### src/iso_pkg.sv
// Types, constants and small tables of the instant parser.
// No dependencies; used by all modules of the block.
package iso_pkg;

    localparam int FRACTION_DIGITS_DEF = 9;

    localparam logic signed [63:0] INT64_MAX = 64'sh7FFF_FFFF_FFFF_FFFF;
    localparam logic signed [63:0] INT64_MIN = 64'sh8000_0000_0000_0000;

    // 719468 plus one 400-year era (146097): year is biased by 400
    localparam logic [23:0] DAYS_BIAS   = 24'd865565;
    localparam logic [23:0] DAYS_PER_YR = 24'd365;
    localparam logic [6:0]  YEAR_SHIFT  = 7'd0;

    typedef struct packed {
        logic        ok;
        logic [13:0] year;
        logic [6:0]  month;
        logic [6:0]  day;
        logic [6:0]  hour;
        logic [6:0]  minute;
        logic [6:0]  second;
        logic [29:0] frac;
        logic [3:0]  frac_count;
        logic        off_neg;
        logic [6:0]  off_hours;
        logic [6:0]  off_minutes;
        logic        off_flag;
    } rec_t;

    // day of year counted from March 1st
    function automatic logic [8:0] march_doy_base(input logic [6:0] m);
        logic [8:0] r;
        case (m)
            7'd3:    r = 9'd0;
            7'd4:    r = 9'd31;
            7'd5:    r = 9'd61;
            7'd6:    r = 9'd92;
            7'd7:    r = 9'd122;
            7'd8:    r = 9'd153;
            7'd9:    r = 9'd184;
            7'd10:   r = 9'd214;
            7'd11:   r = 9'd245;
            7'd12:   r = 9'd275;
            7'd1:    r = 9'd306;
            7'd2:    r = 9'd337;
            default: r = 9'd0;
        endcase
        return r;
    endfunction

    function automatic logic [4:0] month_days(input logic [6:0] m, input logic leap);
        logic [4:0] r;
        case (m)
            7'd2:                          r = leap ? 5'd29 : 5'd28;
            7'd4, 7'd6, 7'd9, 7'd11:       r = 5'd30;
            default:                       r = 5'd31;
        endcase
        return r;
    endfunction

    // scale of a fraction with k kept digits to nanoseconds
    function automatic logic [29:0] frac_scale(input logic [3:0] k);
        logic [29:0] r;
        case (k)
            4'd1:    r = 30'd100000000;
            4'd2:    r = 30'd10000000;
            4'd3:    r = 30'd1000000;
            4'd4:    r = 30'd100000;
            4'd5:    r = 30'd10000;
            4'd6:    r = 30'd1000;
            4'd7:    r = 30'd100;
            4'd8:    r = 30'd10;
            default: r = 30'd1;
        endcase
        return r;
    endfunction

    // floor(x / 25) for x below 2600, by reciprocal multiply
    function automatic logic [7:0] div25(input logic [11:0] x);
        logic [24:0] p;
        p = {13'd0, x} * 25'd5243;
        return p[24:17];
    endfunction

endpackage

### src/iso_front.sv
// Character parser: validates the text shape and collects the fields.
// Depends on iso_pkg; pushes one record per string into the queue.
module iso_front #(
    parameter int FRACTION_DIGITS = iso_pkg::FRACTION_DIGITS_DEF
) (
    input  logic           aclk,
    input  logic           aresetn,
    input  logic           in_fire,
    input  logic [7:0]     char_byte,
    input  logic           last_char,
    output logic           rec_push,
    output iso_pkg::rec_t  rec
);

    typedef enum logic [4:0] {
        PH_YEAR, PH_DASH1, PH_MONTH, PH_DASH2, PH_DAY, PH_SEP, PH_HOUR, PH_COLON1,
        PH_MIN, PH_COLON2, PH_SEC, PH_ZONE, PH_FRAC, PH_OFFH, PH_OFFSEP,
        PH_OFFCOLON, PH_OFFM, PH_DONE
    } phase_t;

    phase_t      phase_reg, phase_next;
    logic [2:0]  idx_reg, idx_next;
    logic [13:0] year_reg, year_next;
    logic [6:0]  month_reg, month_next, day_reg, day_next, hour_reg, hour_next;
    logic [6:0]  min_reg, min_next, sec_reg, sec_next;
    logic [29:0] frac_reg, frac_next;
    logic [3:0]  fcnt_reg, fcnt_next;
    logic        neg_reg, neg_next, oflag_reg, oflag_next, err_reg, err_next;
    logic [6:0]  offh_reg, offh_next, offm_reg, offm_next;

    logic       is_dig, is_zulu, is_sign, end_ok;
    logic [3:0] dval;

    assign is_dig  = (char_byte >= 8'd48) && (char_byte <= 8'd57);
    assign dval    = 4'(char_byte - 8'd48);
    assign is_zulu = (char_byte == "Z") || (char_byte == "z");
    assign is_sign = (char_byte == "+") || (char_byte == "-");

    always_comb begin
        phase_next = phase_reg;  idx_next   = idx_reg;   year_next = year_reg;
        month_next = month_reg;  day_next   = day_reg;   hour_next = hour_reg;
        min_next   = min_reg;    sec_next   = sec_reg;   frac_next = frac_reg;
        fcnt_next  = fcnt_reg;   neg_next   = neg_reg;   oflag_next = oflag_reg;
        err_next   = err_reg;    offh_next  = offh_reg;  offm_next = offm_reg;
        if (!err_reg) begin
            case (phase_reg)
                PH_YEAR: begin
                    if (!is_dig) begin
                        err_next = 1'b1;
                    end else begin
                        year_next = 14'(year_reg * 14'd10 + {10'd0, dval});
                        if (idx_reg == 3'd3) begin
                            idx_next = 3'd0; phase_next = PH_DASH1;
                        end else begin
                            idx_next = idx_reg + 3'd1;
                        end
                    end
                end
                PH_MONTH, PH_DAY, PH_HOUR, PH_MIN, PH_SEC, PH_OFFH: begin
                    if (!is_dig) begin
                        err_next = 1'b1;
                    end else begin
                        case (phase_reg)
                            PH_MONTH: month_next = 7'(month_reg * 7'd10 + {3'd0, dval});
                            PH_DAY:   day_next   = 7'(day_reg * 7'd10 + {3'd0, dval});
                            PH_HOUR:  hour_next  = 7'(hour_reg * 7'd10 + {3'd0, dval});
                            PH_MIN:   min_next   = 7'(min_reg * 7'd10 + {3'd0, dval});
                            PH_SEC:   sec_next   = 7'(sec_reg * 7'd10 + {3'd0, dval});
                            default:  offh_next  = 7'(offh_reg * 7'd10 + {3'd0, dval});
                        endcase
                        if (idx_reg == 3'd1) begin
                            idx_next = 3'd0;
                            case (phase_reg)
                                PH_MONTH: phase_next = PH_DASH2;
                                PH_DAY:   phase_next = PH_SEP;
                                PH_HOUR:  phase_next = PH_COLON1;
                                PH_MIN:   phase_next = PH_COLON2;
                                PH_SEC:   phase_next = PH_ZONE;
                                default:  phase_next = PH_OFFSEP;
                            endcase
                        end else begin
                            idx_next = idx_reg + 3'd1;
                        end
                    end
                end
                PH_DASH1: if (char_byte == "-") phase_next = PH_MONTH; else err_next = 1'b1;
                PH_DASH2: if (char_byte == "-") phase_next = PH_DAY; else err_next = 1'b1;
                PH_COLON1: if (char_byte == ":") phase_next = PH_MIN; else err_next = 1'b1;
                PH_COLON2: if (char_byte == ":") phase_next = PH_SEC; else err_next = 1'b1;
                PH_SEP: begin
                    if (char_byte == "T" || char_byte == "t" || char_byte == " ")
                        phase_next = PH_HOUR;
                    else
                        err_next = 1'b1;
                end
                PH_ZONE, PH_FRAC: begin
                    if (phase_reg == PH_FRAC && is_dig) begin
                        if (32'(fcnt_reg) < FRACTION_DIGITS) begin
                            frac_next = 30'(frac_reg * 30'd10 + {26'd0, dval});
                            fcnt_next = fcnt_reg + 4'd1;
                        end
                    end else if (phase_reg == PH_FRAC && fcnt_reg == 4'd0) begin
                        err_next = 1'b1;
                    end else if (phase_reg == PH_ZONE && char_byte == ".") begin
                        phase_next = PH_FRAC; fcnt_next = 4'd0; frac_next = 30'd0;
                    end else if (is_zulu) begin
                        oflag_next = 1'b1; phase_next = PH_DONE;
                    end else if (is_sign) begin
                        oflag_next = 1'b1;
                        neg_next   = (char_byte == "-");
                        idx_next   = 3'd0;
                        phase_next = PH_OFFH;
                    end else begin
                        err_next = 1'b1;
                    end
                end
                PH_OFFSEP, PH_OFFCOLON: begin
                    if (phase_reg == PH_OFFSEP && char_byte == ":") begin
                        phase_next = PH_OFFCOLON;
                    end else if (is_dig) begin
                        offm_next = {3'd0, dval}; phase_next = PH_OFFM;
                    end else begin
                        err_next = 1'b1;
                    end
                end
                PH_OFFM: begin
                    if (is_dig) begin
                        offm_next  = 7'(offm_reg * 7'd10 + {3'd0, dval});
                        phase_next = PH_DONE;
                    end else begin
                        err_next = 1'b1;
                    end
                end
                default: err_next = 1'b1;
            endcase
        end
    end

    assign end_ok = (phase_next == PH_ZONE) || (phase_next == PH_OFFSEP) ||
                    (phase_next == PH_OFFCOLON) || (phase_next == PH_DONE) ||
                    (phase_next == PH_FRAC && fcnt_next != 4'd0);

    always_comb begin
        rec.ok = !err_next && end_ok && month_next >= 7'd1 && month_next <= 7'd12 &&
                 day_next >= 7'd1 && day_next <= 7'd31 && hour_next <= 7'd23 &&
                 min_next <= 7'd59 && sec_next <= 7'd60 && offh_next <= 7'd23 &&
                 offm_next <= 7'd59;
        rec.year        = year_next;
        rec.month       = month_next;
        rec.day         = day_next;
        rec.hour        = hour_next;
        rec.minute      = min_next;
        rec.second      = sec_next;
        rec.frac        = frac_next;
        rec.frac_count  = fcnt_next;
        rec.off_neg     = neg_next;
        rec.off_hours   = offh_next;
        rec.off_minutes = offm_next;
        rec.off_flag    = oflag_next;
    end

    assign rec_push = in_fire && last_char;

    always_ff @(posedge aclk) begin
        if (!aresetn || rec_push) begin
            phase_reg <= PH_YEAR;  idx_reg <= 3'd0;   year_reg <= 14'd0;
            month_reg <= 7'd0;     day_reg <= 7'd0;   hour_reg <= 7'd0;
            min_reg   <= 7'd0;     sec_reg <= 7'd0;   frac_reg <= 30'd0;
            fcnt_reg  <= 4'd0;     neg_reg <= 1'b0;   oflag_reg <= 1'b0;
            err_reg   <= 1'b0;     offh_reg <= 7'd0;  offm_reg <= 7'd0;
        end else if (in_fire) begin
            phase_reg <= phase_next; idx_reg <= idx_next;   year_reg <= year_next;
            month_reg <= month_next; day_reg <= day_next;   hour_reg <= hour_next;
            min_reg   <= min_next;   sec_reg <= sec_next;   frac_reg <= frac_next;
            fcnt_reg  <= fcnt_next;  neg_reg <= neg_next;   oflag_reg <= oflag_next;
            err_reg   <= err_next;   offh_reg <= offh_next; offm_reg <= offm_next;
        end
    end

endmodule

### src/iso_queue.sv
// Two-entry queue of parsed records between the parser and the converter.
// Depends on iso_pkg for the record type.
module iso_queue (
    input  logic           aclk,
    input  logic           aresetn,
    input  logic           push,
    input  iso_pkg::rec_t  rec_in,
    input  logic           pop,
    output iso_pkg::rec_t  rec_out,
    output logic           not_empty,
    output logic           has_space
);

    iso_pkg::rec_t mem_reg [2];
    logic       wr_ptr_reg, rd_ptr_reg;
    logic [1:0] count_reg;

    assign not_empty = count_reg != 2'd0;
    assign has_space = count_reg != 2'd2;
    assign rec_out   = mem_reg[rd_ptr_reg];

    always_ff @(posedge aclk) begin
        if (push) mem_reg[wr_ptr_reg] <= rec_in;
    end

    always_ff @(posedge aclk) begin
        if (!aresetn) begin
            wr_ptr_reg <= 1'b0;
            rd_ptr_reg <= 1'b0;
            count_reg  <= 2'd0;
        end else begin
            if (push) wr_ptr_reg <= ~wr_ptr_reg;
            if (pop)  rd_ptr_reg <= ~rd_ptr_reg;
            count_reg <= count_reg + {1'b0, push} - {1'b0, pop};
        end
    end

endmodule

### src/iso_back.sv
// Converter: calendar check and epoch nanoseconds, one record at a time through its states.
// Depends on iso_pkg; takes records from the queue, drives the result channel.
module iso_back (
    input  logic               aclk,
    input  logic               aresetn,
    input  iso_pkg::rec_t      rec_in,
    input  logic               rec_avail,
    output logic               rec_pop,
    output logic               m_valid,
    input  logic               m_ready,
    output logic               m_parse_ok,
    output logic               m_offset_seen,
    output logic               m_assumed_utc,
    output logic signed [63:0] m_epoch_nanos,
    output logic               m_overflow
);

    typedef enum logic [2:0] {B_IDLE, B_DIV, B_DAYS, B_SEC, B_MUL, B_OUT} bstate_t;

    bstate_t            state_reg;
    iso_pkg::rec_t      rec_reg;
    logic [13:0]        ybig_reg;
    logic [7:0]         qy100_reg, qy400_reg, ql100_reg, ql400_reg;
    logic [8:0]         doy_reg;
    logic [29:0]        fns_reg;
    logic signed [23:0] days_reg;
    logic               ok_reg;
    logic signed [41:0] s_reg;
    logic signed [51:0] phi_reg;
    logic [49:0]        plo_reg;
    logic               valid_reg, pok_reg, oseen_reg, utc_reg, ovf_reg;
    logic signed [63:0] nanos_reg;

    logic [13:0]        ybig;
    logic               leap, out_free;
    logic [23:0]        days_pos;
    logic [16:0]        tod, offs;
    logic [6:0]         sec_c;
    logic signed [41:0] off_s;
    logic signed [73:0] full;
    logic               fits;

    assign ybig = rec_reg.year + 14'd400 - ((rec_reg.month <= 7'd2) ? 14'd1 : 14'd0);

    assign leap = (rec_reg.year[1:0] == 2'd0 &&
                   12'(ql100_reg * 12'd25) != rec_reg.year[13:2]) ||
                  (rec_reg.year[3:0] == 4'd0 &&
                   10'(ql400_reg * 10'd25) == rec_reg.year[13:4]);

    assign days_pos = 24'(ybig_reg) * iso_pkg::DAYS_PER_YR + 24'(ybig_reg[13:2]) +
                      24'(qy400_reg) + 24'(doy_reg) + 24'(iso_pkg::YEAR_SHIFT);

    assign sec_c = (rec_reg.second > 7'd59) ? 7'd59 : rec_reg.second;
    assign tod   = 17'(rec_reg.hour * 17'd3600) + 17'(rec_reg.minute * 17'd60) +
                   17'(sec_c);
    assign offs  = 17'(rec_reg.off_hours * 17'd3600) + 17'(rec_reg.off_minutes * 17'd60);
    assign off_s = rec_reg.off_neg ? -$signed({25'd0, offs}) : $signed({25'd0, offs});

    assign full = (74'(phi_reg) <<< 20) + $signed({24'd0, plo_reg}) +
                  $signed({44'd0, fns_reg});
    assign fits = full[73:63] == {11{full[63]}};

    assign out_free = !valid_reg || m_ready;
    assign rec_pop  = (state_reg == B_IDLE) && rec_avail;

    always_ff @(posedge aclk) begin
        if (!aresetn) begin
            state_reg <= B_IDLE;
            valid_reg <= 1'b0;
        end else begin
            if (state_reg == B_OUT && out_free) valid_reg <= 1'b1;
            else if (valid_reg && m_ready) valid_reg <= 1'b0;
            case (state_reg)
                B_IDLE: begin
                    if (rec_avail) begin
                        rec_reg   <= rec_in;
                        state_reg <= B_DIV;
                    end
                end
                B_DIV: begin
                    ybig_reg  <= ybig;
                    qy100_reg <= iso_pkg::div25(ybig[13:2]);
                    qy400_reg <= iso_pkg::div25({2'd0, ybig[13:4]});
                    ql100_reg <= iso_pkg::div25(rec_reg.year[13:2]);
                    ql400_reg <= iso_pkg::div25({2'd0, rec_reg.year[13:4]});
                    doy_reg   <= iso_pkg::march_doy_base(rec_reg.month) +
                                 9'(rec_reg.day) - 9'd1;
                    fns_reg   <= 30'(rec_reg.frac * iso_pkg::frac_scale(rec_reg.frac_count));
                    state_reg <= B_DAYS;
                end
                B_DAYS: begin
                    ok_reg    <= rec_reg.ok &&
                                 rec_reg.day <= {2'd0, iso_pkg::month_days(rec_reg.month, leap)};
                    days_reg  <= $signed(days_pos - 24'(qy100_reg) - iso_pkg::DAYS_BIAS);
                    state_reg <= B_SEC;
                end
                B_SEC: begin
                    s_reg     <= 42'(days_reg) * 42'sd86400 + $signed({25'd0, tod}) - off_s;
                    state_reg <= B_MUL;
                end
                B_MUL: begin
                    phi_reg   <= 52'($signed(s_reg[41:20])) * 52'sd1000000000;
                    plo_reg   <= 50'(s_reg[19:0]) * 50'd1000000000;
                    state_reg <= B_OUT;
                end
                B_OUT: begin
                    if (out_free) begin
                        pok_reg   <= ok_reg;
                        oseen_reg <= ok_reg && rec_reg.off_flag;
                        utc_reg   <= ok_reg && !rec_reg.off_flag;
                        ovf_reg   <= ok_reg && !fits;
                        if (!ok_reg)
                            nanos_reg <= 64'sd0;
                        else if (fits)
                            nanos_reg <= full[63:0];
                        else
                            nanos_reg <= full[73] ? iso_pkg::INT64_MIN : iso_pkg::INT64_MAX;
                        state_reg <= B_IDLE;
                    end
                end
                default: state_reg <= B_IDLE;
            endcase
        end
    end

    assign m_valid       = valid_reg;
    assign m_parse_ok    = pok_reg;
    assign m_offset_seen = oseen_reg;
    assign m_assumed_utc = utc_reg;
    assign m_epoch_nanos = nanos_reg;
    assign m_overflow    = ovf_reg;

endmodule

### src/iso8601_instant_parser_unit.sv
// Timestamp text to epoch nanoseconds: top level joining parser, queue and converter.
// Depends on iso_pkg, iso_front, iso_queue and iso_back.
//
// Usage: feed the timestamp one character per item on s_char_byte, with
// s_last_char high on the final character. Each string gives exactly one
// result item on the m_ channel: parse_ok, offset_seen, assumed_utc, the signed
// nanoseconds since 1970-01-01 UTC (saturated, with overflow set) and all zero
// fields other than parse_ok=0 when the text is not a valid instant.
// Throughput: one character per cycle while the two-entry record queue has
// room. The converter takes one string at a time through its steps (load,
// divide-by-25 and fraction scale, day count, seconds, two partial products,
// output).
// The record of the last character passes through the queue, then the converter
// states load, divide, days, seconds, multiply and output, into the result register.
// Reset (aresetn low, synchronous) drops any partly received string, the
// queue and a pending result. When the receiver stalls, the result register
// holds, the converter waits, and s_ready falls once the queue is full.
module iso8601_instant_parser_unit #(
    parameter int FRACTION_DIGITS = iso_pkg::FRACTION_DIGITS_DEF
) (
    input  logic               aclk,
    input  logic               aresetn,
    input  logic               s_valid,
    output logic               s_ready,
    input  logic [7:0]         s_char_byte,
    input  logic               s_last_char,
    output logic               m_valid,
    input  logic               m_ready,
    output logic               m_parse_ok,
    output logic               m_offset_seen,
    output logic               m_assumed_utc,
    output logic signed [63:0] m_epoch_nanos,
    output logic               m_overflow
);

    iso_pkg::rec_t front_rec, queue_rec;
    logic          push, pop, q_avail, q_space;

    assign s_ready = q_space;

    iso_front #(.FRACTION_DIGITS(FRACTION_DIGITS)) u_front (
        .aclk      (aclk),
        .aresetn   (aresetn),
        .in_fire   (s_valid && s_ready),
        .char_byte (s_char_byte),
        .last_char (s_last_char),
        .rec_push  (push),
        .rec       (front_rec)
    );

    iso_queue u_queue (
        .aclk      (aclk),
        .aresetn   (aresetn),
        .push      (push),
        .rec_in    (front_rec),
        .pop       (pop),
        .rec_out   (queue_rec),
        .not_empty (q_avail),
        .has_space (q_space)
    );

    iso_back u_back (
        .aclk          (aclk),
        .aresetn       (aresetn),
        .rec_in        (queue_rec),
        .rec_avail     (q_avail),
        .rec_pop       (pop),
        .m_valid       (m_valid),
        .m_ready       (m_ready),
        .m_parse_ok    (m_parse_ok),
        .m_offset_seen (m_offset_seen),
        .m_assumed_utc (m_assumed_utc),
        .m_epoch_nanos (m_epoch_nanos),
        .m_overflow    (m_overflow)
    );

endmodule

### config.mk
export PLATFORM = sky130hd
export DESIGN_NAME = iso8601_instant_parser_unit
export DESIGN_NICKNAME = d
export VERILOG_FILES = /design/src/iso_pkg.sv /design/src/iso_front.sv /design/src/iso_queue.sv /design/src/iso_back.sv /design/src/iso8601_instant_parser_unit.sv
export SDC_FILE = /design/constraint.sdc
export NUM_CORES = 2
export LEC_CHECK = 0
export BUFFER_PORTS_ARGS = -buffer_cell sky130_fd_sc_hd__buf_2
export CAP_MARGIN = 20
export CORE_MARGIN = 3
export CORE_UTILIZATION = 45
export DETAILED_ROUTE_END_ITERATION = 8
export PLACE_DENSITY = 0.57
export SLEW_MARGIN = 40
export SYNTH_ARGS = -nofsm -noshare
export SYNTH_HDL_FRONTEND = slang
export SYNTH_SLANG_ARGS = --single-unit
### constraint.sdc
create_clock -name aclk -period 13.8 [get_ports aclk]
set_input_delay 0.69 -clock aclk [delete_from_list [all_inputs] [get_ports aclk]]
set_output_delay 0.69 -clock aclk [all_outputs]
set_load 0.005 [all_outputs]
==> summary.md <==
| Metric | Value |
|---|---|
| Status | `completed` |
| Cell row count | `162` |
| Syn Nets | `11148` |
| TNS Setup | `0 ns` |
| Root buf cell | `clkbuf_16` |
| Hold crit path type | `in -> reg` |
| Max-cap violations | `0` |
| Crit path kind | `reg -> reg` |
| GPL Wtd Cong | `0.9013` |
| Fmax | `100.1 MHz` |
| Design Area, Final | `95490 um^2` |
| Max Slew Vio Count | `0` |
| Htree depth | `3` |
| Count leader, synth | `inv_1` |
| Number of synthesized flops with an enable pin | `600` |
| NumNets Final | `11184` |
| Worst slew pin tran | `0.8378 ns` |
| Antenna violations before repair | `4` |
| Synth cell count leaders | `inv_1, ha_1, fa_1, edfxtp_1, nand2_1` |
| WL per Instance | `18.18 um` |
| Routed via count | `59219` |
| Global-route wire length before repair | `338400 um` |
| # resized after CTS | `0` |
| Drt initial violations | `3456` |
| Clock slew at reported path FFs | `0.07 ns` |
| Synth top area cells | `fa_1, edfxtp_1, ha_1` |
| DRC | `0` |
| Skew-Pair Late Insertion Delay | `0.76 ns` |
| Max FFs per register | `200` |
| I/O Pins | `83` |
| Vias/cell | `5.172` |
| Largest net degree at the start of global routing | `87` |
| CTS sink cnt | `716` |
| Post-DP Area | `92270 um^2` |
| Core Footprint | `195400 um^2` |
| Max Clock Skew | `0.06749 ns` |
| Global route overflow | `0` |
| Cts hold-fix bufs | `0` |
| CP required | `14.23 ns` |
| Warnings from Yosys | `0` |
| ANT cells | `0` |
| RSZ-0062 raised after global routing | `false` |
| CP max stage cell | `a21o_1` |
| Yosys reg bits | `716` |
| Mean Syn Cell Area | `10.18 um^2` |
| Die Y | `449.9 um` |
| Count of cell types in the netlist | `90` |
| Async set-or-reset flop fraction in the synthesized netlist | `0%` |
| Layout cells sized above 1 | `5.666%` |
| Starting Density | `45.37%` |
| Area share of the largest cell type after synthesis | `24.46%` |
| Fillcell total | `18127` |
| Total Routed Length | `208200 um` |
| TritonCTS Buffers | `89` |
| CTS tree | `built` |
| Post-route ant nets | `0` |
| Post-CTS Setup Inserts | `0` |
| CP Launch Type | `register` |
| Area of the multi-input gates | `61230 um^2` |
| Die width | `449.9 um` |
| Area Growth Syn to Fin | `7.714%` |
| Port bufs | `82` |
| Mapped Area | `88660 um^2` |
| CTS max path bufs | `3` |
| Vias in the first global route | `61442` |
| Seq/Total Area, Yosys | `22.94%` |
| DP HPWL | `170900 um` |
| Slew HR | `44.15%` |
| Max stage delay on crit path | `0.58 ns` |
| Post-synth top flop | `edfxtp_1` |
| Final setup violation count | `0` |
| TritonRoute pass-1 iters | `8` |
| Setup crit end kind | `register` |
| Register area | `20340 um^2` |
| Most used cell, CP | `inv_1` |
| Yosys top cell by area | `fa_1` |
| Hold Violations, Final | `0` |
| Critical Path Fanout Max | `20` |
| Period utilization | `72.36%` |
| Gr usage total | `20.82%` |
| Minimum clock period | `9.986 ns` |
| WP data arrival | `10.42 ns` |
| Post-synthesis cell count | `8712` |
| Die area | `202400 um^2` |
## kinds of logic (layout without fill, tap and decap cells)
family / count (synthesis) / after routing / share of synthesized area, %
multiplexers: 138 / 138 / 1.737
AND/OR/NAND/NOR: 1722 / 1722 / 9.329
AO/OA/AOI/OAI: 1207 / 1207 / 8.767
XOR/XNOR: 567 / 567 / 5.610
other: 1 / 1 / 0.004230
adder cells (fa/ha/maj): 2423 / 2423 / 43.37
buffers and inverters: 1938 / 2051 / 8.243
flip-flops: 716 / 716 / 22.94
## final timing paths
check | startpoint | to | slack, ns | cells past startpoint
max reg2reg | u_back.rec_reg[17] | u_back.fns_reg[29] | 3.81 | 33
max | u_back.rec_reg[17] | u_back.fns_reg[29] | 3.81 | 33
min | aresetn | u_queue.wr_ptr_reg | 0.37 | 2
min reg2reg | u_front.year_reg[13] | u_front.year_reg[13] | 0.46 | 2
## worst max-delay path, delay by kind of cell, from the launching register on
family	cells	cell delay (ns)
AO/OA/AOI/OAI	10	3.42
flip-flops	1	0.55
buffers and inverters	7	0.72
adder cells (fa/ha/maj)	10	3.87
AND/OR/NAND/NOR	5	0.99
XOR/XNOR	1	0.09
## metrics by stage
stage | util, % | instances | hold slack (ns) | setup WS, ns
final | 48.87 | 11449 | 0.3709 | 3.814
after CTS | 48.84 | 11447 | 0.3136 | 3.911
after global routing | 48.87 | 11449 | 0.3286 | 3.316
after detailed placement | 47.22 | 11279 | 0.4494 | 3.980
after global placement | 47.15 | 11277 | 0.4421 | 4.145
after floorplan | - | 8712 | 0.4206 | 5.436
## layer usage
layer  part of all wire (%)  GRT usage, %
met1                     48         29.85
met4                    1.9         3.932
met5                      0             0
met2                     47         34.40
met3                    3.6         2.135
## cells in the final DEF, fill, tap and decap left out, types with 82 or more instances in the layout
cell and n:
a21o_1 152, edfxtp_1 600, o21ai_0 213, mux2_2 117, xnor2_1 404, fa_1 1083
clkbuf_16 90, nand2_1 579, and2_1 138, a21oi_1 358, xor2_1 157, nor2_1 350
and3_1 97, buf_2 82, dfxtp_1 115, inv_1 1731, nand3_1 125, nor3_1 112
ha_1 1340
## cell type report
class	count	area share [%]
Clock buffer	107	2.478
Timing Repair Buffer	150	1.021
Inverter	1733	6.812
Sequential cell	716	21.30
Tap cell	2624	3.438
Multi-Input combinational cell	6058	64.12
Clock inverter	61	0.8294
Power is left out: the tool's default activity adds up to more than one toggle a clock period on the data nets, which glitch-free logic cannot reach.
